File: config.mk
export PLATFORM = sky130hd
export DESIGN_NAME = pbu_bounce
export DESIGN_NICKNAME = d
export VERILOG_FILES = /design/src/pbu_pkg.sv /design/src/pbu_bounce.sv
export SDC_FILE = /design/constraint.sdc
export NUM_CORES = 1
export LEC_CHECK = 0
export ABC_AREA = 1
export BUFFER_PORTS_ARGS = -buffer_cell sky130_fd_sc_hd__buf_4
export CORE_AREA = 2 2 252 254
export CTS_CLUSTER_DIAMETER = 30
export DETAILED_ROUTE_END_ITERATION = 8
export DIE_AREA = 0 0 254 256
export SLEW_MARGIN = 20
export SYNTH_ARGS = -nofsm -noshare
export SYNTH_HDL_FRONTEND = slang
export SYNTH_SLANG_ARGS = --single-unit
File: constraint.sdc
create_clock -name clk -period 1.5 [get_ports clk]
set_input_delay 0.15 -clock clk [delete_from_list [all_inputs] [get_ports clk]]
set_output_delay 0.15 -clock clk [all_outputs]
set_load 0.01 [all_outputs]
File: src/pbu_pkg.sv
// Shared types, constants and helper functions for the particle bounce update pipeline.
package pbu_pkg;

	// Field widths of the Q16.16 particle record.
	localparam int WORD_W = 32;
	localparam int DT_W = 17;
	localparam int BNC_W = 3;
	localparam int FRAC_W = 16;

	// Velocity times dt: a signed word times a zero-extended dt.
	localparam int PROD_W = WORD_W + DT_W + 1;
	// Shift of 16 for the format plus 1 for the factor one half.
	localparam int STEP_SHIFT = FRAC_W + 1;

	// Bounce gain of 0.4 as an unsigned Q0.16 constant.
	localparam int GAIN_W = 16;
	localparam logic [GAIN_W-1:0] BOUNCE_GAIN = 16'd26214;
	// Negated vertical velocity (33 bits) times the gain as a 17-bit signed value.
	localparam int BPROD_W = WORD_W + GAIN_W + 2;

	// Configuration register indexes.
	typedef enum logic [1:0] {
		CFG_GRAVITY   = 2'd0,
		CFG_TIME_STEP = 2'd1,
		CFG_ANIMATE   = 2'd2
	} pbu_cfg_idx_t;

	// One particle record as it travels down the pipeline.
	typedef struct packed {
		logic [WORD_W-1:0] pos_x;
		logic [WORD_W-1:0] pos_y;
		logic [WORD_W-1:0] pos_z;
		logic [WORD_W-1:0] vel_x;
		logic [WORD_W-1:0] vel_y;
		logic [WORD_W-1:0] vel_z;
		logic [WORD_W-1:0] floor_y;
		logic [WORD_W-1:0] ceiling_y;
		logic [BNC_W-1:0]  bounces;
		logic [WORD_W-1:0] life;
		logic              falls;
	} pbu_rec_t;

	// Per-beat control flags that ride along with the record.
	typedef struct packed {
		logic live;
		logic expired;
		logic touch;
	} pbu_ctl_t;

	// Saturate a sign-extended sum back to the signed word range.
	function automatic logic [WORD_W-1:0] sat_word(input logic [WORD_W+1:0] x);
		logic [WORD_W-1:0] r;
		if ((x[WORD_W+1] == x[WORD_W]) && (x[WORD_W] == x[WORD_W-1])) begin
			r = x[WORD_W-1:0];
		end else if (x[WORD_W+1]) begin
			r = {1'b1, {(WORD_W-1){1'b0}}};
		end else begin
			r = {1'b0, {(WORD_W-1){1'b1}}};
		end
		return r;
	endfunction

	// Floor of a velocity-dt product divided by 2^17, kept as a 33-bit value.
	function automatic logic [WORD_W:0] step_of(input logic [PROD_W-1:0] p);
		return p[PROD_W-1:STEP_SHIFT];
	endfunction

	// Add a 33-bit signed step to a signed word with saturation.
	function automatic logic [WORD_W-1:0] add_step(input logic [WORD_W-1:0] a,
			input logic [WORD_W:0] s);
		logic [WORD_W+1:0] sum;
		sum = {{2{a[WORD_W-1]}}, a} + {s[WORD_W], s};
		return sat_word(sum);
	endfunction

endpackage

File: src/pbu_bounce.sv
// Fourth stage: bounce or stop response, held in the output register.
module pbu_bounce
	import pbu_pkg::*;
(
	input  logic               clk,
	input  logic               arst_n,
	input  logic               adv,
	input  logic               valid_s3,
	input  pbu_rec_t           rec_s3,
	input  pbu_ctl_t           ctl_s3,
	input  logic [BPROD_W-1:0] bprod_s3,
	output logic               valid_s4,
	output pbu_rec_t           rec_s4,
	output pbu_ctl_t           ctl_s4
);

	pbu_rec_t rec_d;

	// On a bound contact, with bounces left the particle rebounds; without, it stops sideways.
	always_comb begin
		rec_d = rec_s3;
		if (ctl_s3.touch) begin
			if (rec_s3.bounces != '0) begin
				rec_d.vel_y = bprod_s3[FRAC_W+WORD_W-1:FRAC_W];
				rec_d.vel_x = {rec_s3.vel_x[WORD_W-1], rec_s3.vel_x[WORD_W-1:1]};
				rec_d.vel_z = {rec_s3.vel_z[WORD_W-1], rec_s3.vel_z[WORD_W-1:1]};
				rec_d.bounces = rec_s3.bounces - BNC_W'(1);
			end else begin
				rec_d.vel_x = '0;
				rec_d.vel_z = '0;
			end
		end
	end

	always_ff @(posedge clk or negedge arst_n) begin
		if (!arst_n) begin
			valid_s4 <= 1'b0;
		end else if (adv) begin
			valid_s4 <= valid_s3;
		end
	end

	always_ff @(posedge clk) begin
		if (adv) begin
			rec_s4 <= rec_d;
			ctl_s4 <= ctl_s3;
		end
	end

endmodule

---- Word-level counts from Yosys, hierarchy flattened ----
Cells that the tools add are included.
operators by class
  add/sub/neg operators ................... 1
  multiplexer cells ....................... 6
  reductions and logical operators ........ 1
operators with widths
  operator                                                             count
  32-bit two-way mux                                                   3
  96-bit two-way mux                                                   1
  3-bit two-way mux                                                    2
  3-bit nonzero test                                                   1
  3-bit by 1-bit subtractor with 3-bit output (second input constant)  1
word-level totals
  flip-flop bits (word level) ............. 296
  input port bits ......................... 349

---- Longest topological paths before layout ----
  word-level depth ........................ 3
  mapped depth ............................ 8
  depth with buffers taken out ............ 7

---- Least setup slack after synthesis ----
No wires, ideal clock.
  path type ............................... input to register
  start point ............................. in rec_s3[33] (netlist name)
  end point ............................... reg rec_s4[136] (netlist name), data pin
  required time ........................... 1.248 ns
  path buffers ............................ 1
  arrival time ............................ 0.995 ns
  path slack .............................. 0.252 ns
  cell stages on the path ................. 8
  cells stage by stage .................... inv_1 > ha_1 > ha_1 > inv_2 > nand2_2 > buf_2 > nand2_1 > nand2_1
RTL lines
  element               RTL line          RTL
  start, declared       pbu_bounce.sv:9   input pbu_rec_t rec_s3,
  end signal, assigned  pbu_bounce.sv:45  rec_s4 <= rec_d;
  end, declared         pbu_bounce.sv:13  output pbu_rec_t rec_s4,

==> summary.md <==
| Metric | Value |
|---|---|
| Status | `complete, but fails checks` |
| Failing checks | `setup timing` |
| Clock sinks | `296` |
| Core Box Area | `62,400 µm²` |
| Max Cap Viol | `0` |
| Crit start category | `input pin` |
| Hold Fails Final Rpt | `0` |
| 1st-iter DRT viols | `486` |
| Xor/xnor share of the synthesized area | `0%` |
| Worst reg-to-reg path cell count | `2` |
| Setup TNS Final | `-2.56 ps` |
| GR Overflow Total | `0` |
| Max stage delay on crit path | `570 ps` |
| Post-CTS sizing | `0` |
| Hold WS | `72.3 ps` |
| Max layer used | `met5` |
| Post-DRT Antenna Nets | `0` |
| Via density | `3.79` |
| M1 WL | `18,300 µm` |
| Synth area leader | `edfxtp_1` |
| Peak Freq | `666 MHz` |
| Starting Density | `16.6%` |
| GR Util All Layers | `15.0%` |
| Via count | `9,868` |
| Minimum clock period after layout | `1500 ps` |
| CTS tree | `yes` |
| Port Buf Inserts | `626` |
| Most used DFF post-synth | `edfxtp_1` |
| Top cell type's share of synthesized area | `85.4%` |
| Rel. slew slack | `62.8%` |
| Synthesized area | `10,400 µm²` |
| Layout cells sized above 1 | `44.1%` |
| Final nets | `2,046` |
| Hpwl dp | `34,700 µm` |
| Area grow syn2layout | `119%` |
| Sequential area share after synthesis | `85.7%` |
| CTS Buf Count | `82` |
| CTS clock-pin slew for the worst setup and hold paths | `40 ps` |
| Required time of the critical path | `1830 ps` |
| Syn avg cell area | `16.4 µm²` |
| Skew final | `0 ps` |
| Setup ws final | `-2.56 ps` |
| Top cells by area, synth | `edfxtp_1 85%, nand2_1 7.2%, nand3_1 4.6%, buf_2 0.72%, buf_4 0.72%` |
| DRT Wirelength | `50,700 µm` |
| WL/cell | `19.4 µm` |
| Synth async-reset ratio | `0.338%` |
| Worst Hold Class | `input pin to register` |
| Simple-Gate Fraction of Synth Area | `11.9%` |
| # setup viols final | `1` |
| RSZ-0062 raised after global routing | `no` |
| Peak supply drop | `0.861 mV` |
| Count leader, synth | `edfxtp_1` |
| Syn nets | `986` |
| Bufs on Longest Clock Path | `3` |
| Clock latency on the worst-skew pair | `590 ps` |
| Largest net degree at the start of global routing | `72` |
| Pins Over Slew Limit | `0` |
| Root Buffer | `clkbuf_16` |
| Crit path depth | `9` |
| Filler instances | `5,895` |
| Period utilization | `100%` |
| First-pass GRT wire length | `70,200 µm` |
| Final core utilization | `36.4%` |
| Critical Path AT | `1830 ps` |
| P_leak | `0.00986 µW` |
| Met2 wire len | `25,400 µm` |
| Final std cells w/o fill | `2,607` |
| Post-CTS Setup Bufs | `0` |
| First-pass DRT Iterations | `5` |
| # IOs | `645` |
| DIE AREA | `65,000 µm²` |
| Global placer's final weighted congestion | `0.847` |
| Critical path capture point type | `register` |
| Slew @ Worst Pin | `558 ps` |
| Post-synthesis adder-cell area fraction | `0.362%` |
| PwrDens | `1420 nW/µm²` |
| Die width | `254 µm` |
| Crit path cell chain | `buf_4, inv_1, ha_1, ha_1, clkinv_2, buf_12, nand3_1, nand2_1, dlygate4sd3_1` |
| Post-synth top cells | `295 x edfxtp_1, 198 x nand2_1, 96 x nand3_1` |
| CP bufs+invs | `5` |
| Hold depth | `2` |
| Hold_buf cts | `358` |
| Synth Warn # | `0` |
| DRC viols | `0` |
| Largest family of logic cells by synthesized area | `simple AND/OR/NAND/NOR gates` |
| Mapped Cells | `634` |
| FF+latch count, synth | `296` |
| Critical path fanouts, max | `71` |
| Number of synthesized flops with an enable pin | `295` |
| Yosys cell types | `13` |
| Vias in the first global route | `10.8k` |
| CP most frequent cell | `ha_1` |
| Compound-gate portion of the synthesized area | `0.0965%` |
| Initial antenna violation count | `8` |
| Critical setup path kind | `input pin to register` |
| Placed insts | `2,098` |
| Met3 WL | `5090 µm` |
| Slowest stage cell, crit path | `dlygate4sd3_1` |
| Dpl ws | `17.6 ps` |
| Vert. Die Dim | `256 µm` |
| # rows | `92` |
| H-tree Lvls | `3` |
| Cell type group with the largest total delay on the critical path | `buffers and inverters` |
| Post-synthesis mux area share | `0%` |
[through the flow]
stage | area [µm²] | power (µW)
floorplan | 10400 | 11000
global placement | 16200 | 13300
detailed placement | 16200 | 13300
CTS | 22700 | 32500
global route | 22700 | 33300
finish | 22700 | 32100
[cell usage in the layout (no fill, tap or decap), types with 2 or more instances in the layout]
cell type,netlist,final
clkinv_1,0,15
dlygate4sd3_1,0,358
inv_16,0,3
nand3_1,96,96
nand2_1,198,198
ha_1,3,3
buf_12,0,9
clkbuf_16,0,83
inv_1,6,6
clkinv_4,0,4
clkinv_2,0,13
clkinvlp_4,0,4
buf_4,10,638
bufinv_16,0,15
edfxtp_1,295,295
diode_2,0,4
clkbuf_1,4,8
o21ai_0,2,2
[state kept, by name, indices dropped and copies added, names as in the netlist]
register	cells
rec_s4	292
valid_s4	1
ctl_s4	3
[area by class of cell]
| class | count | area, µm² | share of cell area [%] |
|---|---|---|---|
| Sequential cell | 296 | 8880 | 39.2 |
| Clock buffer | 91 | 2110 | 9.29 |
| Timing Repair Buffer | 1006 | 8570 | 37.8 |
| Antenna cell | 4 | 10.0 | 0.0441 |
| Tap cell | 846 | 1060 | 4.67 |
| Multi-Input combinational cell | 300 | 1280 | 5.63 |
| Clock inverter | 56 | 747 | 3.29 |
| Inverter | 8 | 31.3 | 0.138 |
[cell families after synthesis]
family,count (synthesis)
AND/OR/NAND/NOR,295
buffers and inverters,38
flip-flops,296
adder cells (fa/ha/maj),3
AO/OA/AOI/OAI,2
[worst reg2reg max path, delay by kind of cell, from the launching register on]
kind | cells | cell delay, ps
buf+inv | 1 | 50
flops | 1 | 370
compound gates | 1 | 60
[final timing paths]
check / start / endpoint / slack, ps
max: rec_s3[33] / rec_s4[127] / -3
min: ctl_s3[0] / ctl_s4[0] / 70
max reg2reg: valid_s4 / valid_s4 / 890
min reg2reg: valid_s4 / valid_s4 / 520
max in group asynchronous: arst_n / valid_s4 / 940
min in group asynchronous: arst_n / valid_s4 / 450
[layer usage]
| layer | vias to the layer above | GRT usage, % |
|---|---|---|
| met5 | - | 0 |
| met4 | 6 | 6.18 |
| met3 | 104 | 6.59 |
| met2 | 544 | 26.1 |
| met1 | 4746 | 15.6 |
| li1 | 4468 | - |
[report_power, final]
part / total (µW) / switching, µW / internal [µW]
sequential: 10200 / 263 / 9950
clock: 18000 / 5410 / 12600
combinational: 3890 / 1700 / 2190
total: 32100 / 7360 / 24800
Power figures use the tool's default switching activity.
