File: src/pbu_pkg.sv
// Shared types, constants and helper functions for the particle bounce update pipeline.
package pbu_pkg;

	// Field widths of the Q16.16 particle record.
	localparam int WORD_W = 32;
	localparam int DT_W = 17;
	localparam int BNC_W = 3;
	localparam int FRAC_W = 16;

	// Velocity times dt: a signed word times a zero-extended dt.
	localparam int PROD_W = WORD_W + DT_W + 1;
	// Shift of 16 for the format plus 1 for the factor one half.
	localparam int STEP_SHIFT = FRAC_W + 1;

	// Bounce gain of 0.4 as an unsigned Q0.16 constant.
	localparam int GAIN_W = 16;
	localparam logic [GAIN_W-1:0] BOUNCE_GAIN = 16'd26214;
	// Negated vertical velocity (33 bits) times the gain as a 17-bit signed value.
	localparam int BPROD_W = WORD_W + GAIN_W + 2;

	// Configuration register indexes.
	typedef enum logic [1:0] {
		CFG_GRAVITY   = 2'd0,
		CFG_TIME_STEP = 2'd1,
		CFG_ANIMATE   = 2'd2
	} pbu_cfg_idx_t;

	// One particle record as it travels down the pipeline.
	typedef struct packed {
		logic [WORD_W-1:0] pos_x;
		logic [WORD_W-1:0] pos_y;
		logic [WORD_W-1:0] pos_z;
		logic [WORD_W-1:0] vel_x;
		logic [WORD_W-1:0] vel_y;
		logic [WORD_W-1:0] vel_z;
		logic [WORD_W-1:0] floor_y;
		logic [WORD_W-1:0] ceiling_y;
		logic [BNC_W-1:0]  bounces;
		logic [WORD_W-1:0] life;
		logic              falls;
	} pbu_rec_t;

	// Per-beat control flags that ride along with the record.
	typedef struct packed {
		logic live;
		logic expired;
		logic touch;
	} pbu_ctl_t;

	// Saturate a sign-extended sum back to the signed word range.
	function automatic logic [WORD_W-1:0] sat_word(input logic [WORD_W+1:0] x);
		logic [WORD_W-1:0] r;
		if ((x[WORD_W+1] == x[WORD_W]) && (x[WORD_W] == x[WORD_W-1])) begin
			r = x[WORD_W-1:0];
		end else if (x[WORD_W+1]) begin
			r = {1'b1, {(WORD_W-1){1'b0}}};
		end else begin
			r = {1'b0, {(WORD_W-1){1'b1}}};
		end
		return r;
	endfunction

	// Floor of a velocity-dt product divided by 2^17, kept as a 33-bit value.
	function automatic logic [WORD_W:0] step_of(input logic [PROD_W-1:0] p);
		return p[PROD_W-1:STEP_SHIFT];
	endfunction

	// Add a 33-bit signed step to a signed word with saturation.
	function automatic logic [WORD_W-1:0] add_step(input logic [WORD_W-1:0] a,
			input logic [WORD_W:0] s);
		logic [WORD_W+1:0] sum;
		sum = {{2{a[WORD_W-1]}}, a} + {s[WORD_W], s};
		return sat_word(sum);
	endfunction

endpackage

File: src/pbu_clamp.sv
// Third stage: height clamp, bound contact and the bounce gain product.
module pbu_clamp
	import pbu_pkg::*;
(
	input  logic               clk,
	input  logic               arst_n,
	input  logic               adv,
	input  logic               valid_s2,
	input  pbu_rec_t           rec_s2,
	input  pbu_ctl_t           ctl_s2,
	output logic               valid_s3,
	output pbu_rec_t           rec_s3,
	output pbu_ctl_t           ctl_s3,
	output logic [BPROD_W-1:0] bprod_s3
);

	pbu_rec_t                   rec_d;
	pbu_ctl_t                   ctl_d;
	logic [WORD_W-1:0]          y_lo;
	logic [WORD_W-1:0]          y_cl;
	logic [WORD_W:0]            neg_vy;
	logic signed [BPROD_W-1:0]  bprod;

	// Clamp to the floor first, then to the ceiling so the ceiling wins.
	always_comb begin
		y_lo = ($signed(rec_s2.pos_y) < $signed(rec_s2.floor_y)) ? rec_s2.floor_y
			: rec_s2.pos_y;
		y_cl = ($signed(y_lo) > $signed(rec_s2.ceiling_y)) ? rec_s2.ceiling_y : y_lo;
		rec_d = rec_s2;
		ctl_d = ctl_s2;
		if (ctl_s2.live) begin
			rec_d.pos_y = y_cl;
			ctl_d.touch = (y_cl == rec_s2.floor_y) || (y_cl == rec_s2.ceiling_y);
		end
	end

	// Negated vertical velocity times 0.4; the negation needs a 33rd bit.
	always_comb begin
		neg_vy = -{rec_s2.vel_y[WORD_W-1], rec_s2.vel_y};
		bprod = $signed(neg_vy) * $signed({1'b0, BOUNCE_GAIN});
	end

	always_ff @(posedge clk or negedge arst_n) begin
		if (!arst_n) begin
			valid_s3 <= 1'b0;
		end else if (adv) begin
			valid_s3 <= valid_s2;
		end
	end

	always_ff @(posedge clk) begin
		if (adv) begin
			rec_s3 <= rec_d;
			ctl_s3 <= ctl_d;
			bprod_s3 <= bprod;
		end
	end

endmodule

File: config.mk
export PLATFORM = sky130hd
export DESIGN_NAME = pbu_clamp
export DESIGN_NICKNAME = d
export VERILOG_FILES = /design/src/pbu_pkg.sv /design/src/pbu_clamp.sv
export SDC_FILE = /design/constraint.sdc
export NUM_CORES = 1
export LEC_CHECK = 0
export BUFFER_PORTS_ARGS = -buffer_cell sky130_fd_sc_hd__buf_2
export CAP_MARGIN = 20
export CELL_PAD_IN_SITES_DETAIL_PLACEMENT = 0
export CELL_PAD_IN_SITES_GLOBAL_PLACEMENT = 1
export CORE_AREA = 2 2 279 281
export CTS_CLUSTER_DIAMETER = 50
export DETAILED_ROUTE_END_ITERATION = 10
export DIE_AREA = 0 0 281 283
export PLACE_DENSITY = 0.66
export SLEW_MARGIN = 20
export SYNTH_ARGS = -nofsm -noshare
export SYNTH_HDL_FRONTEND = slang
export SYNTH_SLANG_ARGS = --single-unit
File: constraint.sdc
create_clock -name clk -period 1.1 [get_ports clk]
set_input_delay 0.11 -clock clk [delete_from_list [all_inputs] [get_ports clk]]
set_output_delay 0.11 -clock clk [all_outputs]
set_load 0.02 [all_outputs]
* Yosys cells after proc, flatten, opt, wreduce, memory -nomap -nowiden
Cells that the tools add are included.
Storage, ports and cells: output and inout bits 346, register bits 345, logic and storage cells 27, bits of input ports 299
Operators by class: equal/unequal tests 2, $add $sub $neg 1, magnitude comparators 2, multiply operators 1, reduce and logical (&&, ||, !) cells 1, multiplexer cells 4
Operators with widths (number):
- 32-bit 2-to-1 mux | 3
- 32-bit equality test | 2
- 33-bit by 15-bit multiplier with 48-bit output (second input constant) | 1
- 33-bit negation | 1
- 32-bit > comparator | 1
- 32-bit < comparator | 1
- 1-bit logical OR | 1
- 1-bit 2-to-1 mux | 1

* Depth between registers and ports, before layout
Gate-level depths: netlist of run 1.
depth after elaboration 7, depth in mapped cells 28, depth with buffers taken out 28

* Least setup slack after synthesis of run 1
OpenSTA, ideal clock, no wires.
path type input-to-reg, start point input rec_s2[134] (netlist name), end point register bprod_s3[48], data pin, stages on the path 28, setup time 0.262 ns, path buffers 1, arrival time 6.785 ns, slack -5.947 ns, required time 0.838 ns, cell sequence buf_2 or4_4 nor3b_2 nand2_1 or4_1 xor2_1 ha_1 inv_1 fa_1 inv_1 fa_1 inv_1 fa_1 inv_1 fa_1 inv_1 fa_1 inv_1 ha_1 a21oi_1 o21bai_1 a221oi_1 o2bb2ai_1 a211oi_1 o31ai_1 a221o_1 a21oi_1 xor2_1
On the way: cells in the longest elaborated chain, start to end 2
RTL lines:
- start: declaration | RTL line pbu_clamp.sv:9 | input pbu_rec_t rec_s2,
- 33-bit negation | RTL line pbu_clamp.sv:39 | neg_vy = -{rec_s2.vel_y[WORD_W-1], rec_s2.vel_y};
- 33-bit by 15-bit multiplier with 48-bit output | RTL line pbu_clamp.sv:40 | bprod = $signed(neg_vy) * $signed({1'b0, BOUNCE_GAIN});
- named net bprod[48] | RTL line pbu_clamp.sv:22 | logic signed [BPROD_W-1:0] bprod;
- end signal: assignment | RTL line pbu_clamp.sv:55 | bprod_s3 <= bprod;
- end: declaration | RTL line pbu_clamp.sv:14 | output logic [BPROD_W-1:0] bprod_s3
The timed path passes the listed nets, and every way through them passes these cells. A chain may end at the register's enable or synchronous reset.

* Worst setup path in the final report of run 1
start point input rec_s2[134] (netlist name), end point register bprod_s3[47], data pin
The elaborated chain is that of the path after synthesis.

==> results of run 1 <==
registers in the layout, indices dropped and copies added (netlist names):
| signal | flops |
|---|---|
| valid_s3 | 1 |
| rec_s3 | 292 |
| ctl_s3 | 3 |
| bprod_s3 | 47 |
area by class of cell:
cell class,count,area [um^2],share of cell area
clock inverter,35,399.1,0.009705
inverter,392,1501,0.03651
timing repair buffer,1529,12880,0.3131
tap,1040,1301,0.03164
antenna,4,10.01,0.0002434
multi-input combinational,1057,13460,0.3274
sequential,343,10290,0.2503
clock buffer,58,1281,0.03115
cell usage in the layout (no fill, tap or decap), drive strengths merged, types with 7 or more instances in the layout:
master       instances
clkbuf              58
o21bai               7
nand2               65
a21o                33
o21a                 9
buf               1244
dlygate4sd3        285
ha                 202
nor3                13
a211oi               7
nor2                36
xor2                73
mux2i               43
or4                  7
mux2                35
fa                 184
nor2b               10
clkinv              14
xnor2               57
o22ai               13
inv                406
o21ai               51
nand4               19
or3                 10
nand2b              11
nor4                21
nand3               14
a21oi               61
edfxtp             342
logic make-up after synthesis:
kind of cell / Yosys count / share of synthesized area
AOI/OAI and AO/OA: 233 / 0.06905
xor gates and xnor gates: 130 / 0.04987
adders and majority gates: 386 / 0.2720
buffers and inverters: 412 / 0.06910
DFF: 343 / 0.4509
muxes: 78 / 0.03611
other: 1 / 0.0001642
and+or+nand+nor: 229 / 0.05282
metrics by stage:
step | TNS, ns | total power, mW | setup WS (ns)
finish | -349.66 | 128.1 | -5.494
global route | -377.51 | 138.1 | -5.683
CTS | -360.34 | 120.4 | -5.394
detailed placement | -370.05 | 94.10 | -6.146
global placement | -367.27 | 93.22 | -6.074
floorplan | -302.32 | 64.15 | -5.682
what timing repair did:
item,in CTS,in global routing
endpoints found under the setup margin,423,423
pin swaps,117,124
endpoints found under the hold margin,306,3
setup buffers,51,28
gates cloned,1,0
hold buffers,283,2
resized for setup,300,715
path summary, 6_finish.rpt:
path                                      to        start  cells after the start  slack, ns
worst max-delay path            bprod_s3[47]  rec_s2[134]                     27      -5.49
worst min-delay path             rec_s3[144]  rec_s2[144]                      2      -0.08
worst max register to register      valid_s3     valid_s3                      1       0.35
worst min register to register      valid_s3     valid_s3                      1       0.53
max in group asynchronous           valid_s3       arst_n                      3       0.45
min in group asynchronous           valid_s3       arst_n                      3       0.48
per-layer routing:
metal | wire, um | vias to the layer above | GRT usage
met5 | 27 | - | 0
met1 | 39080 | 10110 | 0.2891
met4 | 4115 | 4 | 0.08262
li1 | - | 9367 | -
met2 | 49300 | 623 | 0.4270
met3 | 5272 | 146 | 0.03546
power groups by stage:
stage,clock [mW],sequential [mW],combinational [mW]
after CTS,16.6,19.8,84.1
after global placement,0,19.9,73.3
after floorplan,0,22.1,42.1
after detailed placement,0,20.0,74.1
final,16.2,20.1,91.8
after global routing,17.2,20.2,101
==> run_results.csv, run 1 <==
group,metric,value,unit
worst_setup_path,worstSetupStartpointType,"input port",
grt,grt-ovfl-total,0,
pwr,pwr-share-comb,0.716,
worst_setup_path,cp_slowest_cell,"or4_4",
grt,grt_max_degree,57,
floorplanning,fp.dieW,281,um
floorplanning,initial_core_util,0.2977,
synthesis,synth_fp_nets,2497,
pwr,clockPowerShare,0.127,
cts,clockBufferDepth,3,
sta,fin_ws,-5.494,ns
synthesis,ys_types,71,
sta,holdWs,-0.08133,ns
cts,clock_latency,0.58,ns
run,drv_cap,0,
synthesis,post-synth-top-count-cell,"inv_1",
pwr,pwr-share-seq,0.157,
synthesis,yosys.area.top_type,"edfxtp_1",
cts,htreeDepth,2,
placement,dp_cells,4005,
finish,drive_above_1_share,0.4965,
placement,gp_congestion,0.9731,
status,status,"finished with violations",
synthesis,seq_area_frac_synth,0.4509,
worst_setup_path,critPathMostFrequentCell,"fa_1",
sta,fmax,151.7,MHz
worst_setup_path,worstPathRequired,1.42,ns
synthesis,ys_ff_latch,343,
synthesis,syn-mean-instance-area,12.60,um^2
worst_setup_path,max_stage_delay,0.59,ns
worst_hold_path,hold_path.class,"in2reg",
grt,grt_pass1_wl,139500,um
worst_setup_path,arrival,6.92,ns
sta,finalSetupViolCount,423,
sta,tightest_slew,0.7117,ns
floorplanning,core_area,76700,um^2
synthesis,synth_edf_count,342,
synthesis,ys.warnings.count,0,
detailed_routing,avgRoutedWirePerCell,21.94,um
pwr,power.internal,77.17,mW
detailed_routing,vias,20250,
finish,fill_cells,6546,
pwr,netSwitchingFraction,0.3976,
placement,dp_hpwl,79150,um
floorplanning,io_pins,645,
cts,cts_tree,"yes",
synthesis,synth_area,22830,um^2
detailed_routing,finalWirelength,97800,um
detailed_routing,remaining_drc_errors,0,
floorplanning,rows,102,
synthesis,ys_async_sr_fraction,0.002915,
worst_setup_path,crit_fanout,4,
synthesis,netlist_instances,1812,
detailed_routing,dr.pass1.iters,5,
sta,relSlewSlack,0.5255,
finish,utilization,0.5362,
finish,area_growth,80.12,%
cts,cts_num_sinks,343,
placement,post_dp_cell_area,32130,um^2
sta,finalHoldViolations,1,
grt,antenna_found_initial,6,
cts,cts_root_buf,"clkbuf_16",
synthesis,synth_top_area_share,0.4498,
finish,nets,4058,
pwr,p_leak,18.68,nW
sta,drv_slew,0,
cts,cts_made_buffers,50,
pwr,max-vdd-ir-drop,3.035,mV
worst_setup_path,criticalPathCategory,"in2reg",
detailed_routing,route.antenna.remaining_nets,0,
floorplanning,die_area,79520,um^2
pwr,power_density,3114,nW/um^2
grt,track_usage,0.2383,
detailed_routing,via_per_inst,4.542,
synthesis,synth_common_cells,"inv_1, edfxtp_1, ha_1, fa_1, xor2_1",
status,violations,"negative hold slack, negative setup slack",
grt,grt_pass1_vias,21980,
cts,path_clk_slew,0.06,ns
detailed_routing,drt_iter0_markers,963,
finish,final_area,41130,um^2
worst_setup_path,endpoint_kind,"flop",
sta,min_period,6.594,ns
synthesis,synth_area_leaders,"edfxtp_1, fa_1, ha_1",
worst_setup_path,critical-path-top-delay-family,"adder cells",
finish,instances_no_fill,4458,
placement,numPortBuffers,643,
sta,rsz0062_at_grt,"yes",
sta,period_share,5.995,
worst_setup_path,critPathBufInv,6,
synthesis,synth-main-ff-cell,"edfxtp_1",
pwr,p_sw,50.93,mW
floorplanning,die_y,283,um
sta,finalClockSkew,0,ns
No activity file was read; power rests on OpenSTA's default activity.
==> run 2, diff against run 1 <==
--- a/config.mk
+++ b/config.mk
@@ -10,6 +10,7 @@
 export CELL_PAD_IN_SITES_DETAIL_PLACEMENT = 0
 export CELL_PAD_IN_SITES_GLOBAL_PLACEMENT = 1
 export CORE_AREA = 2 2 279 281
+export CTS_BUF_LIST = sky130_fd_sc_hd__clkbuf_2 sky130_fd_sc_hd__clkbuf_4 sky130_fd_sc_hd__clkbuf_8
 export CTS_CLUSTER_DIAMETER = 50
 export DETAILED_ROUTE_END_ITERATION = 10
 export DIE_AREA = 0 0 281 283
==> run 2 against run 1 <==
  * The run still ends with negative hold slack, negative setup slack left
  * Hold slack got worse by 0.057 ns
  * Die area unchanged
  * Non-clock buffer count increased by 2
  * Clock skew unchanged
  * Register-to-register slack about the same
  * Combinational power increased by 1%
  * Sequential share of layout area increased by 0.18 points
  * Sequential cell count unchanged
  * Via count increased by 0.59%
  * Worst setup slack improved by 0.12 ns
  * Critical path type unchanged
==> run_results.csv, run 2 (synthesized netlist as in run 1, its figures left out) <==
group,metric,value,unit
status,violations,"negative hold slack, negative setup slack",
sta,tightest_slew,0.7088,ns
detailed_routing,vias,20370,
finish,drive_above_1_share,0.5000,
detailed_routing,via_per_inst,4.531,
worst_setup_path,crit_fanout,4,
detailed_routing,remaining_drc_errors,0,
finish,largestRegisters,"rec_s3: 292 flops, bprod_s3: 47 flops, ctl_s3: 3 flops",
sta,drv_slew,0,
sta,period_share,5.881,
detailed_routing,route.antenna.remaining_nets,0,
cts,path_clk_slew,0.06,ns
finish,final_area,40830,um^2
grt,grt_max_degree,57,
finish,utilization,0.5323,
pwr,p_sw,51.23,mW
worst_setup_path,arrival,6.84,ns
grt,antenna_found_initial,8,
grt,track_usage,0.2398,
detailed_routing,avgRoutedWirePerCell,21.96,um
placement,post_dp_cell_area,32130,um^2
pwr,power_density,3084,nW/um^2
finish,area_growth,78.82,%
floorplanning,initial_core_util,0.2977,
floorplanning,core_area,76700,um^2
worst_setup_path,worstSetupStartpointType,"input port",
sta,fin_ws,-5.369,ns
cts,clockBufferDepth,3,
cts,cts_root_buf,"clkbuf_8",
floorplanning,die_y,283,um
placement,numPortBuffers,643,
sta,fin_tns_setup,-359.80,ns
sta,fmax,154.6,MHz
finish,most-common-layout-cells,"buf_4, buf_2, edfxtp_1, inv_1, buf_6",
cts,cts_num_sinks,343,
placement,dp_hpwl,79150,um
finish,final_common_cell,"buf_4",
cts,clock_latency,0.62,ns
sta,rsz0062_at_grt,"yes",
placement,gp_congestion,0.9731,
cts,htreeDepth,3,
detailed_routing,finalWirelength,98730,um
finish,top_register,"rec_s3",
cts,cts_made_buffers,69,
grt,grt-ovfl-total,0,
cts,cts_tree,"yes",
pwr,max-vdd-ir-drop,2.859,mV
floorplanning,rows,102,
floorplanning,die_area,79520,um^2
sta,min_period,6.469,ns
sta,holdWs,-0.1380,ns
pwr,clockPowerShare,0.104,
grt,grt_pass1_vias,22220,
detailed_routing,dr.pass1.iters,5,
finish,instances_no_fill,4495,
worst_hold_path,hold_path.class,"in2reg",
grt,grt_pass1_wl,140000,um
sta,relSlewSlack,0.5275,
finish,nets,4079,
pwr,power.internal,74.69,mW
pwr,netSwitchingFraction,0.4069,
worst_setup_path,worstPathRequired,1.47,ns
pwr,finalPower,125.9,mW
floorplanning,io_pins,645,
placement,dp_cells,4005,
worst_setup_path,endpoint_kind,"flop",
worst_setup_path,criticalPathCategory,"in2reg",
floorplanning,fp.dieW,281,um
run,drv_cap,0,
sta,finalClockSkew,0,ns
status,status,"finished with violations",
finish,largest_reg_flops,292,
detailed_routing,drt_iter0_markers,912,
cts,hold_buffers,294,
sta,finalSetupViolCount,423,
sta,finalHoldViolations,1,
pwr,pwr-share-comb,0.736,
pwr,p_leak,18.55,nW
pwr,pwr-share-seq,0.159,
## run 2: changes by cell type in the layout (fill, tap and decap cells not counted), sizes merged
cell / previous run / this run
clkbuf: 58 / 87
clkinv: 14 / 28
inv: 406 / 395
dlygate4sd3: 285 / 294
buf: 1244 / 1237
bufinv: 5 / 2
clkinvlp: 2 / 5
diode: 4 / 7
## run 2: power by group through the flow
stage / Clock (mW) / Sequential [mW] / Combinational [mW]
floorplan: 0 / 22.1 / 42.1
global placement: 0 / 19.9 / 73.3
detailed placement: 0 / 20.0 / 74.1
CTS: 13.6 / 19.8 / 85.5
global route: 14.2 / 20.2 / 102
finish: 13.1 / 20.1 / 92.7
## run 2: repair_timing
| action | CTS | global route |
|---|---|---|
| endpoints found under the hold margin | 376 | 1 |
| gates cloned | 1 | 0 |
| resized for setup | 305 | 694 |
| setup buffers | 54 | 27 |
| setup endpoints to repair | 423 | 423 |
| pin swaps | 129 | 112 |
## run 2: cell type report
class	instances	area, um^2
fillers	6626	35870
multi-input cells	1057	13510
repair buffers	1531	12850
flip-flops and latches	343	10290
inverters	392	1504
well taps	1040	1301
clock buffers	87	1085
clock inverters	38	269.0
diodes	7	17.52
## run 2: metrics by stage
stage	hold slack [ns]	setup slack (ns)
after CTS	-0.2098	-5.312
after global routing	-0.1852	-5.555
after global placement	-0.06497	-6.074
final	-0.1380	-5.369
after floorplan	-0.1856	-5.682
after detailed placement	-0.06625	-6.146
## run 2: metal layers
| layer | part of all wire | GRT usage | up-vias | wire length, um |
|---|---|---|---|---|
| met5 | 0.00030 | 0 | - | 30 |
| met4 | 0.042 | 0.09318 | 4 | 4142 |
| met3 | 0.053 | 0.04107 | 173 | 5270 |
| met2 | 0.50 | 0.4231 | 649 | 49700 |
| met1 | 0.40 | 0.2891 | 10150 | 39590 |
| li1 | - | - | 9391 | - |
## run 2: path summary, 6_finish.rpt
path                                  start            to  slack, ns  depth (start not counted)
min in group asynchronous            arst_n      valid_s3       0.43                          3
max in group asynchronous            arst_n      valid_s3       0.51                          3
worst max register to register     valid_s3      valid_s3       0.35                          1
worst min register to register     valid_s3      valid_s3       0.53                          1
worst min-delay path            rec_s2[144]   rec_s3[144]      -0.14                          2
worst max-delay path            rec_s2[134]  bprod_s3[47]      -5.37                         26
## run 2: worst max-delay path, cell delays in order
cell and delay, ns:
buf_6 0.09, or4_4 0.59, nor3b_4 0.25, nand2_2 0.11, or3_4 0.37, xor2_4 0.19
ha_4 0.30, inv_4 0.04, fa_1 0.52, inv_1 0.04, ha_1 0.28, inv_2 0.04
fa_1 0.55, inv_2 0.04, fa_2 0.53, fa_1 0.45, ha_4 0.18, a21o_1 0.16
and2_1 0.15, a211o_1 0.28, a2111o_1 0.51, a21oi_4 0.22, nor4_4 0.06, o211a_1 0.25
a221o_1 0.36, xor2_1 0.15
