<file path="src/pbu_pkg.sv">
// Shared types, constants and helper functions for the particle bounce update pipeline.
package pbu_pkg;

	// Field widths of the Q16.16 particle record.
	localparam int WORD_W = 32;
	localparam int DT_W = 17;
	localparam int BNC_W = 3;
	localparam int FRAC_W = 16;

	// Velocity times dt: a signed word times a zero-extended dt.
	localparam int PROD_W = WORD_W + DT_W + 1;
	// Shift of 16 for the format plus 1 for the factor one half.
	localparam int STEP_SHIFT = FRAC_W + 1;

	// Bounce gain of 0.4 as an unsigned Q0.16 constant.
	localparam int GAIN_W = 16;
	localparam logic [GAIN_W-1:0] BOUNCE_GAIN = 16'd26214;
	// Negated vertical velocity (33 bits) times the gain as a 17-bit signed value.
	localparam int BPROD_W = WORD_W + GAIN_W + 2;

	// Configuration register indexes.
	typedef enum logic [1:0] {
		CFG_GRAVITY   = 2'd0,
		CFG_TIME_STEP = 2'd1,
		CFG_ANIMATE   = 2'd2
	} pbu_cfg_idx_t;

	// One particle record as it travels down the pipeline.
	typedef struct packed {
		logic [WORD_W-1:0] pos_x;
		logic [WORD_W-1:0] pos_y;
		logic [WORD_W-1:0] pos_z;
		logic [WORD_W-1:0] vel_x;
		logic [WORD_W-1:0] vel_y;
		logic [WORD_W-1:0] vel_z;
		logic [WORD_W-1:0] floor_y;
		logic [WORD_W-1:0] ceiling_y;
		logic [BNC_W-1:0]  bounces;
		logic [WORD_W-1:0] life;
		logic              falls;
	} pbu_rec_t;

	// Per-beat control flags that ride along with the record.
	typedef struct packed {
		logic live;
		logic expired;
		logic touch;
	} pbu_ctl_t;

	// Saturate a sign-extended sum back to the signed word range.
	function automatic logic [WORD_W-1:0] sat_word(input logic [WORD_W+1:0] x);
		logic [WORD_W-1:0] r;
		if ((x[WORD_W+1] == x[WORD_W]) && (x[WORD_W] == x[WORD_W-1])) begin
			r = x[WORD_W-1:0];
		end else if (x[WORD_W+1]) begin
			r = {1'b1, {(WORD_W-1){1'b0}}};
		end else begin
			r = {1'b0, {(WORD_W-1){1'b1}}};
		end
		return r;
	endfunction

	// Floor of a velocity-dt product divided by 2^17, kept as a 33-bit value.
	function automatic logic [WORD_W:0] step_of(input logic [PROD_W-1:0] p);
		return p[PROD_W-1:STEP_SHIFT];
	endfunction

	// Add a 33-bit signed step to a signed word with saturation.
	function automatic logic [WORD_W-1:0] add_step(input logic [WORD_W-1:0] a,
			input logic [WORD_W:0] s);
		logic [WORD_W+1:0] sum;
		sum = {{2{a[WORD_W-1]}}, a} + {s[WORD_W], s};
		return sat_word(sum);
	endfunction

endpackage

</file>
<file path="src/pbu_integrate.sv">
// Second stage: position advance, gravity on vertical velocity, life countdown.
module pbu_integrate
	import pbu_pkg::*;
(
	input  logic              clk,
	input  logic              arst_n,
	input  logic              adv,
	input  logic              valid_s1,
	input  pbu_rec_t          rec_s1,
	input  pbu_ctl_t          ctl_s1,
	input  logic [PROD_W-1:0] prod_x_s1,
	input  logic [PROD_W-1:0] prod_y_s1,
	input  logic [PROD_W-1:0] prod_z_s1,
	input  logic [PROD_W-1:0] prod_g_s1,
	input  logic [DT_W-1:0]   dt,
	output logic              valid_s2,
	output pbu_rec_t          rec_s2,
	output pbu_ctl_t          ctl_s2
);

	pbu_rec_t rec_d;

	// Saturating adds on the live record; others pass through untouched.
	always_comb begin
		rec_d = rec_s1;
		if (ctl_s1.live) begin
			rec_d.pos_x = add_step(rec_s1.pos_x, step_of(prod_x_s1));
			rec_d.pos_y = add_step(rec_s1.pos_y, step_of(prod_y_s1));
			rec_d.pos_z = add_step(rec_s1.pos_z, step_of(prod_z_s1));
			if (rec_s1.falls) begin
				rec_d.vel_y = add_step(rec_s1.vel_y, step_of(prod_g_s1));
			end
			rec_d.life = rec_s1.life - {{(WORD_W-DT_W){1'b0}}, dt};
		end
	end

	always_ff @(posedge clk or negedge arst_n) begin
		if (!arst_n) begin
			valid_s2 <= 1'b0;
		end else if (adv) begin
			valid_s2 <= valid_s1;
		end
	end

	always_ff @(posedge clk) begin
		if (adv) begin
			rec_s2 <= rec_d;
			ctl_s2 <= ctl_s1;
		end
	end

endmodule

</file>
<file path="config.mk">
export PLATFORM = sky130hd
export DESIGN_NAME = pbu_integrate
export DESIGN_NICKNAME = d
export VERILOG_FILES = /design/src/pbu_pkg.sv /design/src/pbu_integrate.sv
export SDC_FILE = /design/constraint.sdc
export NUM_CORES = 1
export LEC_CHECK = 0
export ABC_AREA = 1
export BUFFER_PORTS_ARGS = -buffer_cell sky130_fd_sc_hd__buf_2
export CAP_MARGIN = 40
export CORE_AREA = 2 2 312 314
export DETAILED_ROUTE_END_ITERATION = 7
export DIE_AREA = 0 0 314 316
export SLEW_MARGIN = 15
export SYNTH_ARGS = -nofsm -noshare
export SYNTH_HDL_FRONTEND = slang
export SYNTH_SLANG_ARGS = --single-unit
</file>
<file path="constraint.sdc">
create_clock -name clk -period 1.3 [get_ports clk]
set_input_delay 0 -clock clk [delete_from_list [all_inputs] [get_ports clk]]
set_output_delay 0 -clock clk [all_outputs]
set_load 0.01 [all_outputs]
</file>
Word level (Yosys, flattened, before mapping)
Index checks and enable logic that the tools add are counted.
W data, S select, Z words.
{"block": "totals", "regBits": 296, "in_bits": 516, "output_inout_bits": 296, "word_cells": 44}
{"block": "classes", "add_sub_neg": 5, "n_eq_ne": 8, "mux": 12, "n_reduce_logical": 4}
{"cell": "$mux W32", "count": 11}
{"cell": "$add A32 B33 Y34", "count": 4}
{"cell": "$mux W96", "count": 1}
{"cell": "$sub A32 B17 Y32", "count": 1}
{"cell": "$eq A1 B1 Y1", "count": 8}
{"cell": "$logic_and A1 B1 Y1", "count": 4}

Longest topological paths before layout
Gate-level depths: netlist (run 1).
{"block": "logic_depth", "ltp_word": 6, "ltp_mapped": 18, "ltp_nobuf": 17}

Worst setup path before layout (run 1)
OpenSTA, ideal clock, no wires.
{"block": "synth_path", "kind": "input -> register", "start": "input rec_s1[228] in the netlist's numbering", "end": "register rec_s2[253] in the netlist's numbering (data pin)", "setup_time_ns": 0.258, "arrival_ns": 1.831, "required_ns": 1.042, "path_slack_ns": -0.790, "path_stages": 15, "path_buffers": 1, "cell_sequence": "ha_1 > fa_1 > nand2_1 > nand2_1 > nand3_1 > nand2_2 > nand2_1 > nand2_2 > nand2_2 > nand3_1 > nand2_4 > nand2_2 > a21oi_2 > buf_4 > a21oi_1"}
{"element": "start, declared", "line": "pbu_integrate.sv:9", "source": "input pbu_rec_t rec_s1,"}
{"element": "end signal, assigned", "line": "pbu_integrate.sv:47", "source": "rec_s2 <= rec_d;"}
{"element": "end, declared", "line": "pbu_integrate.sv:17", "source": "output pbu_rec_t rec_s2,"}

==> metrics.yaml, run 1 <==
power_and_ir_drop:
  p_seq_frac: 0.288
  power_frac_clock: 0.289
  intPower_mw: 27.6
  power_mw: 42.2
  power-per-cell-area_nw_per_um2: 1040
  p_leak_nw: 18.2
  combinationalPowerShare: 0.423
  swShare: 0.346
  ir_drop_mv: 0.960
  p_sw_mw: 14.6
sta:
  final.setup.tns_ns: -45.70
  setup_violations: 131
  worstMarginPinSlew_ns: 0.536
  final_max_slew_viol_count: 0
  skew_ns: 0
  min_period_over_period: 1.35
  fmax_ghz: 0.572
  relSlewSlack: 0.639
  finalHoldViolations: 1
  holdWs_ns: -0.254
  fin_ws_ns: -0.449
  period_needed_ns: 1.75
  rsz0062_at_grt: "yes"
synthesis:
  synth_xor_area_frac: 0.0484
  synth-seq-cells: 296
  syn_inst: 2640
  async_reset_ff_frac: 0.00338
  ys_warn_count: 0
  syn-cell-area_um2: 21200
  syn_nets: 3310
  yosysUniqueCellTypes: 48
  synthFlopType: "edfxtp_1"
  synth_top_family_by_area: "simple AND/OR/NAND/NOR gates"
  synth_compound_area_frac: 0.109
  synth_enable_flop_cells: 295
  ys_seq_area_frac: 0.420
  synth-simple-area-share: 0.266
  avgSynthCellArea_um2: 8.01
  muxShareOfSynthArea: 0.000532
  synth_fa_ha_area_frac: 0.0928
layout:
  drive_gt1_frac: 0.489
  syn_to_final_growth_pct: 92.1
  stdcell_count: 5661
  final_core_util: 0.423
  layout_common_cells: "buf_2, buf_4, nand2_1, dlygate4sd3_1, edfxtp_1"
  nNetsFinal: 5008
  layout_commonest_cell: "buf_2"
critical_path:
  required_ns: 1.63
  critPathLaunchType: "input port"
  end_kind: "register"
  crit_type: "input port to register"
  path_max_fanout: 8
  cp_data_arrival_time_ns: 2.08
clock_tree:
  insertion_delay_ns: 0.56
  numCtsBuffers: 40
  cts_tree: "done"
  ctsHoldBuffers: 314
  cts-root-buf: "clkbuf_16"
  clk_pin_slew_ns: 0.06
  htreeDepth: 2
  clock-sinks: 296
  cts_buffer_depth: 3
status:
  outcome: "finished with violations"
  violations: "hold timing, setup timing"
job:
  cap_viol_max_count: 0
die:
  core_area_um2: 96000
  die_y_um: 316
  boundaryPins: 812
  start_util: 0.220
  dieArea_um2: 99200
  std_cell_rows: 114
  die_w_um: 314
grt:
  grt_first_pass_wirelength_mm: 162
  antenna_found_initial: 44
  grt_use_total: 0.218
  grt_max_degree: 27
  grt_overflow: 0
  grt_pass1_vias: 26110
worst_hold_path:
  hp-class: "input port to register"
placed_design:
  pre_cts_ws_ns: -1.18
  place_congestion: 0.950
  hpwl_mm: 88.6
  placed_cells: 5179
  portBuffers: 743
routing:
  ant_nets: 0
  via_per_inst: 4.64
  drtPass1Iterations: 6
  drc_errors: 0
  routed_wl_mm: 116
  vias: 26246
  wl_per_cell_um: 20.5
  drt_iter0_markers: 1490
per-layer routing:
layer  GRT usage  wire length [um]  vias to the layer above
li1            -                 -                    12402
met1       0.249             44100                    12451
met2       0.379             55700                     1083
met3      0.0680             10600                      264
met4      0.0813              5290                       46
met5           0               294                        -
metrics by stage:
| step | cell area, um^2 | hold slack [ns] |
|---|---|---|
| 6_report | 40600 | -0.254 |
| 5_1_grt | 40600 | -0.283 |
| 4_1_cts | 39300 | -0.307 |
| 3_5_place_dp | 32600 | -0.223 |
| 3_3_place_gp | 32600 | -0.224 |
| 2_1_floorplan | 23000 | -0.296 |
layout make-up:
cell class,count,area (um^2)
well taps,1276,1600
repair buffers,1716,12800
flip-flops and latches,296,8880
fillers,9180,55400
clock inverters,25,353
multi-input cells,2023,14900
inverters,261,1020
diodes,16,40.0
clock buffers,48,1050
registers in the layout, indices dropped and copies added (netlist names):
name and flops:
ctl_s2 3, rec_s2 292, valid_s2 1
power groups by stage:
| stage | logic (mW) | clock network [mW] | registers [mW] |
|---|---|---|---|
| 2_1_floorplan | 6.26 | 0 | 12.8 |
| 3_3_place_gp | 13.7 | 0 | 12.3 |
| 3_5_place_dp | 13.8 | 0 | 12.3 |
| 4_1_cts | 16.7 | 12.5 | 12.1 |
| 5_1_grt | 19.1 | 12.9 | 12.2 |
| 6_report | 17.8 | 12.2 | 12.1 |
timing repair:
item	in CTS	in global routing
setup endpoints to repair	138	148
gates resized for setup	314	267
pin swaps	160	130
setup buffers	49	24
cloned	13	6
hold endpoints to repair	342	1
worst max-delay path, cell delays in order:
cell and delay (ns):
buf_2 0.13, ha_4 0.26, nand2_1 0.16, inv_1 0.06, a21oi_1 0.28, nand2_4 0.10, nand2_4 0.08, nand2_4 0.06
nand2_4 0.09, nand2_4 0.05, nand2_4 0.08, nand2_4 0.07, o21ai_2 0.17, nand2_2 0.08, inv_4 0.08, buf_12 0.13
buf_12 0.14, a21oi_2 0.06
Yosys cell counts (11+ instances only):
| cell | count | share of area |
|---|---|---|
| buf_2 | 23 | 0.0054 |
| xor2_1 | 76 | 0.031 |
| o21bai_1 | 31 | 0.011 |
| ha_1 | 149 | 0.088 |
| o21ai_0 | 63 | 0.015 |
| clkbuf_1 | 17 | 0.0030 |
| nand2_2 | 14 | 0.0041 |
| nor2_1 | 325 | 0.058 |
| edfxtp_1 | 295 | 0.42 |
| nand3_1 | 172 | 0.041 |
| nand3_2 | 11 | 0.0052 |
| a21oi_1 | 277 | 0.066 |
| xnor2_1 | 41 | 0.017 |
| a21oi_2 | 11 | 0.0046 |
| buf_4 | 11 | 0.0039 |
| nand4_1 | 75 | 0.022 |
| nand2_1 | 678 | 0.12 |
| nor3_1 | 31 | 0.0073 |
| inv_1 | 258 | 0.046 |
worst paths after layout:
check | startpoint | to | slack, ns | depth (start not counted)
max reg2reg | valid_s2 | valid_s2 | 0.56 | 1
max | rec_s1[267] | rec_s2[267] | -0.45 | 18
min reg2reg | valid_s2 | valid_s2 | 0.51 | 1
min | rec_s1[132] | rec_s2[132] | -0.25 | 3
min in group asynchronous | arst_n | valid_s2 | 0.27 | 3
max in group asynchronous | arst_n | valid_s2 | 0.93 | 3
kinds of logic after synthesis:
group | after synthesis
adder cells (fa/ha/maj) | 154
buffers and inverters | 321
flip-flops | 296
multiplexers | 1
XOR/XNOR | 117
AND/OR/NAND/NOR | 1331
AO/OA/AOI/OAI | 420
Note: power is estimated with default switching activity, not from simulation.
==> run 2, diff against run 1 <==
==> constraint.sdc (replaced) <==
create_clock -name clk -period 2 [get_ports clk]
set_input_delay 0 -clock clk [delete_from_list [all_inputs] [get_ports clk]]
set_output_delay 0 -clock clk [all_outputs]
set_load 0.01 [all_outputs]
==> run 2 against run 1 <==
Compared with the run above: largest cell class is now buffers; sequential power down 34%; global-route usage shrank 2.8 points; worst setup slack gained 0.50 ns; clock skew unchanged; utilization is 5.5 points lower; critical path type unchanged; design area shrank 13%; critical endpoint is now rec_s2[30]; combinational power decreased by 50%; highest routed layer unchanged; the flow now finishes without violations; via count fell by 5.6%; sequential share of layout area grew 3.3 points; worst hold slack better by 0.30 ns; wire length shrank 14%.
==> metrics.yaml, run 2 (synthesized netlist as in run 1, its figures left out) <==
layout:
  reg_top3: "rec_s2 (292), ctl_s2 (3), valid_s2 (1)"
  layout_common_cells: "buf_2, nand2_1, buf_4, nor2_1, dlygate4sd3_1"
  layout_commonest_cell: "buf_2"
  drive_gt1_frac: 0.342  # -0.147
  syn_to_final_growth_pct: 67.0
  regMostFlops: "rec_s2"
  largest_reg_flops: 292  # unchanged
  nNetsFinal: 4903  # -2.1%
critical_path:
  path_max_fanout: 4  # -4
  required_ns: 2.35  # +0.72 ns
  end_kind: "register"
  crit_type: "input port to register"
  cp_data_arrival_time_ns: 2.30  # +0.22 ns
  critPathLaunchType: "input port"
routing:
  drt_iter0_markers: 1576  # +5.8%
  ant_nets: 0  # unchanged
  wl_per_cell_um: 17.9  # -13%
  drtPass1Iterations: 5  # -1
  routed_wl_mm: 99.2  # -14%
  vias: 24779  # -5.6%
  via_per_inst: 4.46  # -3.7%
  drc_errors: 0  # unchanged
sta:
  holdWs_ns: 0.0489  # +0.302 ns
  relSlewSlack: 0.663  # +0.0239
  fmax_ghz: 0.514
  worstMarginPinSlew_ns: 0.501  # -0.0355 ns
  finalHoldViolations: 0  # -1
  fin_ws_ns: 0.0559  # +0.504 ns
  rsz0062_at_grt: "yes"
  setup_violations: 0  # -100%
  skew_ns: 0  # unchanged
  final_max_slew_viol_count: 0  # unchanged
  min_period_over_period: 0.972
  period_needed_ns: 1.94
power_and_ir_drop:
  power-per-cell-area_nw_per_um2: 682  # -34%
  ir_drop_mv: 0.562  # -41%
  power_mw: 24.1  # -43%
  p_leak_nw: 16.9  # -6.8%
clock_tree:
  insertion_delay_ns: 0.61  # +0.05 ns
  htreeDepth: 2  # unchanged
  numCtsBuffers: 39  # -2.5%
  clk_pin_slew_ns: 0.06  # about the same
  clock-sinks: 296  # unchanged
  cts_buffer_depth: 3  # unchanged
  cts-root-buf: "clkbuf_16"
  cts_tree: "done"
grt:
  grt_pass1_vias: 24547  # -6.0%
  grt_use_total: 0.189  # -0.0285
  grt_first_pass_wirelength_mm: 144  # -11%
  antenna_found_initial: 28  # -36%
  grt_max_degree: 90  # +230%
  grt_overflow: 0  # unchanged
die:
  die_w_um: 314  # unchanged
  core_area_um2: 96000  # unchanged
  start_util: 0.220  # unchanged
  die_y_um: 316  # unchanged
  boundaryPins: 812  # unchanged
  std_cell_rows: 114  # unchanged
  dieArea_um2: 99200  # unchanged
placed_design:
  place_congestion: 0.958  # +0.91%
  hpwl_mm: 79.0  # -11%
  portBuffers: 743  # unchanged
  pre_cts_ws_ns: -0.849  # +0.334 ns
worst_hold_path:
  hp-class: "input port to register"
job:
  cap_viol_max_count: 0  # unchanged
status:
  outcome: "finished, final reports clean"
==> run 2: cell types whose count changed in the layout (fill, tap and decap cells not counted), sizes merged <==
cell	delta
dlygate4sd3	-6
diode	-4
clkbuf	-3
clkinv	+2
buf	-96
inv	+1
bufinv	-4
==> run 2: final timing paths <==
path	from	endpoint	slack, ns	cells past startpoint
max in group asynchronous	arst_n	valid_s2	1.46	3
hold reg to reg	valid_s2	valid_s2	0.53	1
min in group asynchronous	arst_n	valid_s2	0.37	3
setup / recovery	rec_s1[5]	rec_s2[30]	0.06	13
setup reg to reg	valid_s2	valid_s2	1.25	1
hold / removal	dt[7]	rec_s2[8]	0.05	5
==> run 2: metrics by stage <==
stage | cell area (um^2) | TNS (ns) | utilization | std cells
6_report | 35300 | 0 | 0.368 | 5551
5_1_grt | 35300 | -0.156 | 0.368 | 5548
3_5_place_dp | 30600 | -60.31 | 0.319 | 5156
2_1_floorplan | 21200 | -1.30 | - | 2640
4_1_cts | 35000 | 0 | 0.365 | 5535
3_3_place_gp | 30600 | -60.28 | 0.319 | 5156
==> run 2: layer usage <==
metal  GRT usage  vias up  share of wire
met2       0.330      888           0.48
li1            -    12172              -
met3      0.0511      182          0.078
met1       0.225    11503           0.41
met5           0        -         0.0020
met4      0.0599       34          0.027
==> run 2: repair_timing <==
| action | in CTS | in global routing |
|---|---|---|
| gates resized for setup | 4 | 50 |
| cloned | 0 | 2 |
| hold endpoints to repair | 359 | 0 |
| pin swaps | 1 | 9 |
| hold buffers | 308 | 0 |
| setup endpoints to repair | 31 | 49 |
| setup buffers | 0 | 2 |
==> run 2: critical path, stage by stage <==
cell,delay [ns]
dlygate4sd3_1,0.55
buf_2,0.15
ha_1,0.34
a21oi_1,0.18
o21ai_0,0.10
nand2_1,0.06
nand3_1,0.10
nand2_1,0.13
buf_4,0.15
nand2_2,0.08
nand4_1,0.17
nand4_1,0.13
xnor2_1,0.16
==> run 2: cell type report <==
cell class              count  area [um^2]
flip-flops and latches    296         8880
clock buffers              47         1010
multi-input cells        2023        11200
fillers                  9790        60700
clock inverters            24          292
diodes                     12         30.0
well taps                1276         1600
repair buffers           1612        11400
inverters                 261          985
==> run 2: power by group <==
group,internal [mW],total (mW),switching [mW],leakage [nW]
Sequential,7.67,7.96,0.297,2.90
Combinational,4.09,8.82,4.73,13.4
Clock,4.19,7.32,3.14,0.623
==> run 3, diff against run 2 <==
==> constraint.sdc (replaced) <==
create_clock -name clk -period 2.5 [get_ports clk]
set_input_delay 0 -clock clk [delete_from_list [all_inputs] [get_ports clk]]
set_output_delay 0 -clock clk [all_outputs]
set_load 0.01 [all_outputs]
==> run 3 against run 2 <==
Compared with the run above: combinational power shrank 29%; register-to-register slack gained 0.45 ns; die area is the same; utilization shrank 3.4 points; cell count shrank 7.8%; wire length shrank 0.38%; highest routed layer unchanged; power shrank 23%; sequential power shrank 20%.
==> metrics.yaml, run 3 (synthesized netlist as in run 1, its figures left out) <==
sta:
  final.setup.tns_ns: 0  # unchanged
  rsz0062_at_grt: "yes"
  period_needed_ns: 2.42
  skew_ns: 0  # unchanged
  finalHoldViolations: 0  # unchanged
  holdWs_ns: 0.0492  # +0.000305 ns
  relSlewSlack: 0.612  # -0.0504
  setup_violations: 0  # unchanged
  fmax_ghz: 0.413
  final_max_slew_viol_count: 0  # unchanged
  min_period_over_period: 0.968
  worstMarginPinSlew_ns: 0.576  # +0.0748 ns
placed_design:
  hpwl_mm: 78.6  # -0.57%
  place_congestion: 1.01  # +5.3%
  dpl_cell_area_um2: 27100  # -11%
  portBuffers: 743  # unchanged
layout:
  seq_area_um2: 8880  # unchanged
  largest_reg_flops: 292  # unchanged
  fill_cells: 10008  # +2.2%
  layout_commonest_cell: "buf_2"
  final_core_util: 0.334  # -0.0337
  regMostFlops: "rec_s2"
  reg_top3: "rec_s2 (292), ctl_s2 (3), valid_s2 (1)"
  nNetsFinal: 4467  # -8.9%
  multi_input_area_um2: 11100  # -0.24%
  syn_to_final_growth_pct: 51.7
  layout_common_cells: "buf_2, nand2_1, nor2_1, dlygate4sd3_1, edfxtp_1"
  stdcell_area_um2: 32100  # -9.2%
  drive_gt1_frac: 0.272  # -0.0700
clock_tree:
  cts-root-buf: "clkbuf_16"
  cts_tree: "done"
  insertion_delay_ns: 0.58  # -0.03 ns
  htreeDepth: 2  # unchanged
  numCtsBuffers: 38  # -2.6%
  cts_buffer_depth: 3  # unchanged
  clock-sinks: 296  # unchanged
  clk_pin_slew_ns: 0.05  # about the same
grt:
  grt_first_pass_wirelength_mm: 137  # -4.8%
  grt_max_degree: 58  # -36%
  grt_pass1_vias: 22585  # -8.0%
  grt_overflow: 0  # unchanged
  grt_use_total: 0.184  # -0.00521
  antenna_found_initial: 15  # -46%
routing:
  via_per_inst: 4.55  # +1.8%
  drc_errors: 0  # unchanged
  wl_per_cell_um: 19.3  # +8.1%
  routed_wl_mm: 98.8  # -0.38%
  drt_iter0_markers: 1794  # +14%
  ant_nets: 0  # unchanged
  drtPass1Iterations: 5  # unchanged
  vias: 23258  # -6.1%
die:
  die_y_um: 316  # unchanged
  boundaryPins: 812  # unchanged
  die_w_um: 314  # unchanged
  start_util: 0.220  # unchanged
  std_cell_rows: 114  # unchanged
  core_area_um2: 96000  # unchanged
  dieArea_um2: 99200  # unchanged
critical_path:
  crit_type: "input port to register"
  ff2ff_path_depth: 1  # unchanged
  r2r-end: "valid_s2"
  r2r_start: "valid_s2"
  critPathLaunchType: "input port"
  rrSetupSlack_ns: 1.70  # +0.45 ns
  required_ns: 2.85  # +0.50 ns
  end_kind: "register"
  path_max_fanout: 5  # +1
  cp_data_arrival_time_ns: 2.77  # +0.47 ns
power_and_ir_drop:
  ir_drop_mv: 0.400  # -29%
  p_leak_nw: 14.9  # -12%
  power_mw: 18.5  # -23%
  power-per-cell-area_nw_per_um2: 576  # -16%
job:
  cap_viol_max_count: 0  # unchanged
worst_hold_path:
  holdPathEnd: "rec_s2[230]"
  hp-class: "input port to register"
  min_path_cells: 5  # unchanged
  min_from: "prod_y_s1[19]"
status:
  outcome: "finished, final reports clean"
==> run 3: changes by cell type in the layout (fill, tap and decap cells not counted), moves of 3 or more <==
cell and change:
nand2_2 +7, buf_12 -8, nor2_2 +3, ha_2 +7, nand2_1 -5, buf_6 +3
a21oi_1 -11, nand3_1 -3, ha_4 -8, a21oi_2 +11, clkbuf_16 +6, buf_4 -439
==> run 3: what timing repair did <==
item,4_1_cts,5_1_grt
endpoints found under the hold margin,345,0
buffers inserted,0,8
hold buffers,308,0
resized for setup,0,78
setup endpoints to repair,0,122
==> run 3: metrics by stage <==
step                      worst slack, ns  instances
after global placement            -0.0907       4705
final                              0.0810       5116
after CTS                          0.0266       5083
after floorplan                     0.410       2640
after detailed placement          -0.0640       4705
after global routing              -0.0462       5109
==> run 3: how the worst max path moves through the flow <==
stage / from / endpoint / slack, ns
finish: rec_s1[3] / rec_s2[32] / 0.08
global route: rec_s1[196] / rec_s2[204] / -0.05
CTS: rec_s1[3] / rec_s2[32] / 0.03
detailed placement: rec_s1[3] / rec_s2[32] / -0.06
global placement: rec_s1[3] / rec_s2[32] / -0.09
floorplan: rec_s1[228] / rec_s2[253] / 0.41
==> run 3: critical path: stages <==
cell	delay, ns
dlygate4sd3_1	0.53
buf_2	0.13
ha_1	0.35
nand2_1	0.06
o21ai_0	0.25
nand3_1	0.14
nand3_2	0.20
nand2_1	0.20
o21bai_1	0.23
nand2_1	0.11
o21ai_0	0.33
xor2_1	0.18
inv_1	0.06
==> run 3: routing by layer <==
layer	track usage	wire length, um	part of all wire
met1	0.222	40200	0.41
met4	0.0890	4900	0.050
met2	0.309	46300	0.47
met3	0.0418	7420	0.075
met5	0	24	0.00024
==> run 3: area by class of cell <==
type / count / area share
Antenna cell: 13 / 0.00101
Clock buffer: 44 / 0.0303
Clock inverter: 26 / 0.0101
Inverter: 261 / 0.0308
Multi-Input combinational cell: 2023 / 0.347
Sequential cell: 296 / 0.277
Tap cell: 1276 / 0.0497
Timing Repair Buffer: 1177 / 0.254
==> run 3: power by group <==
group | leakage, nW | total (mW) | internal (mW) | switching (mW)
clock network | 0.634 | 5.87 | 3.46 | 2.41
registers | 2.90 | 6.34 | 6.13 | 0.213
logic | 11.3 | 6.28 | 2.60 | 3.69
total | 14.9 | 18.5 | 12.2 | 6.31
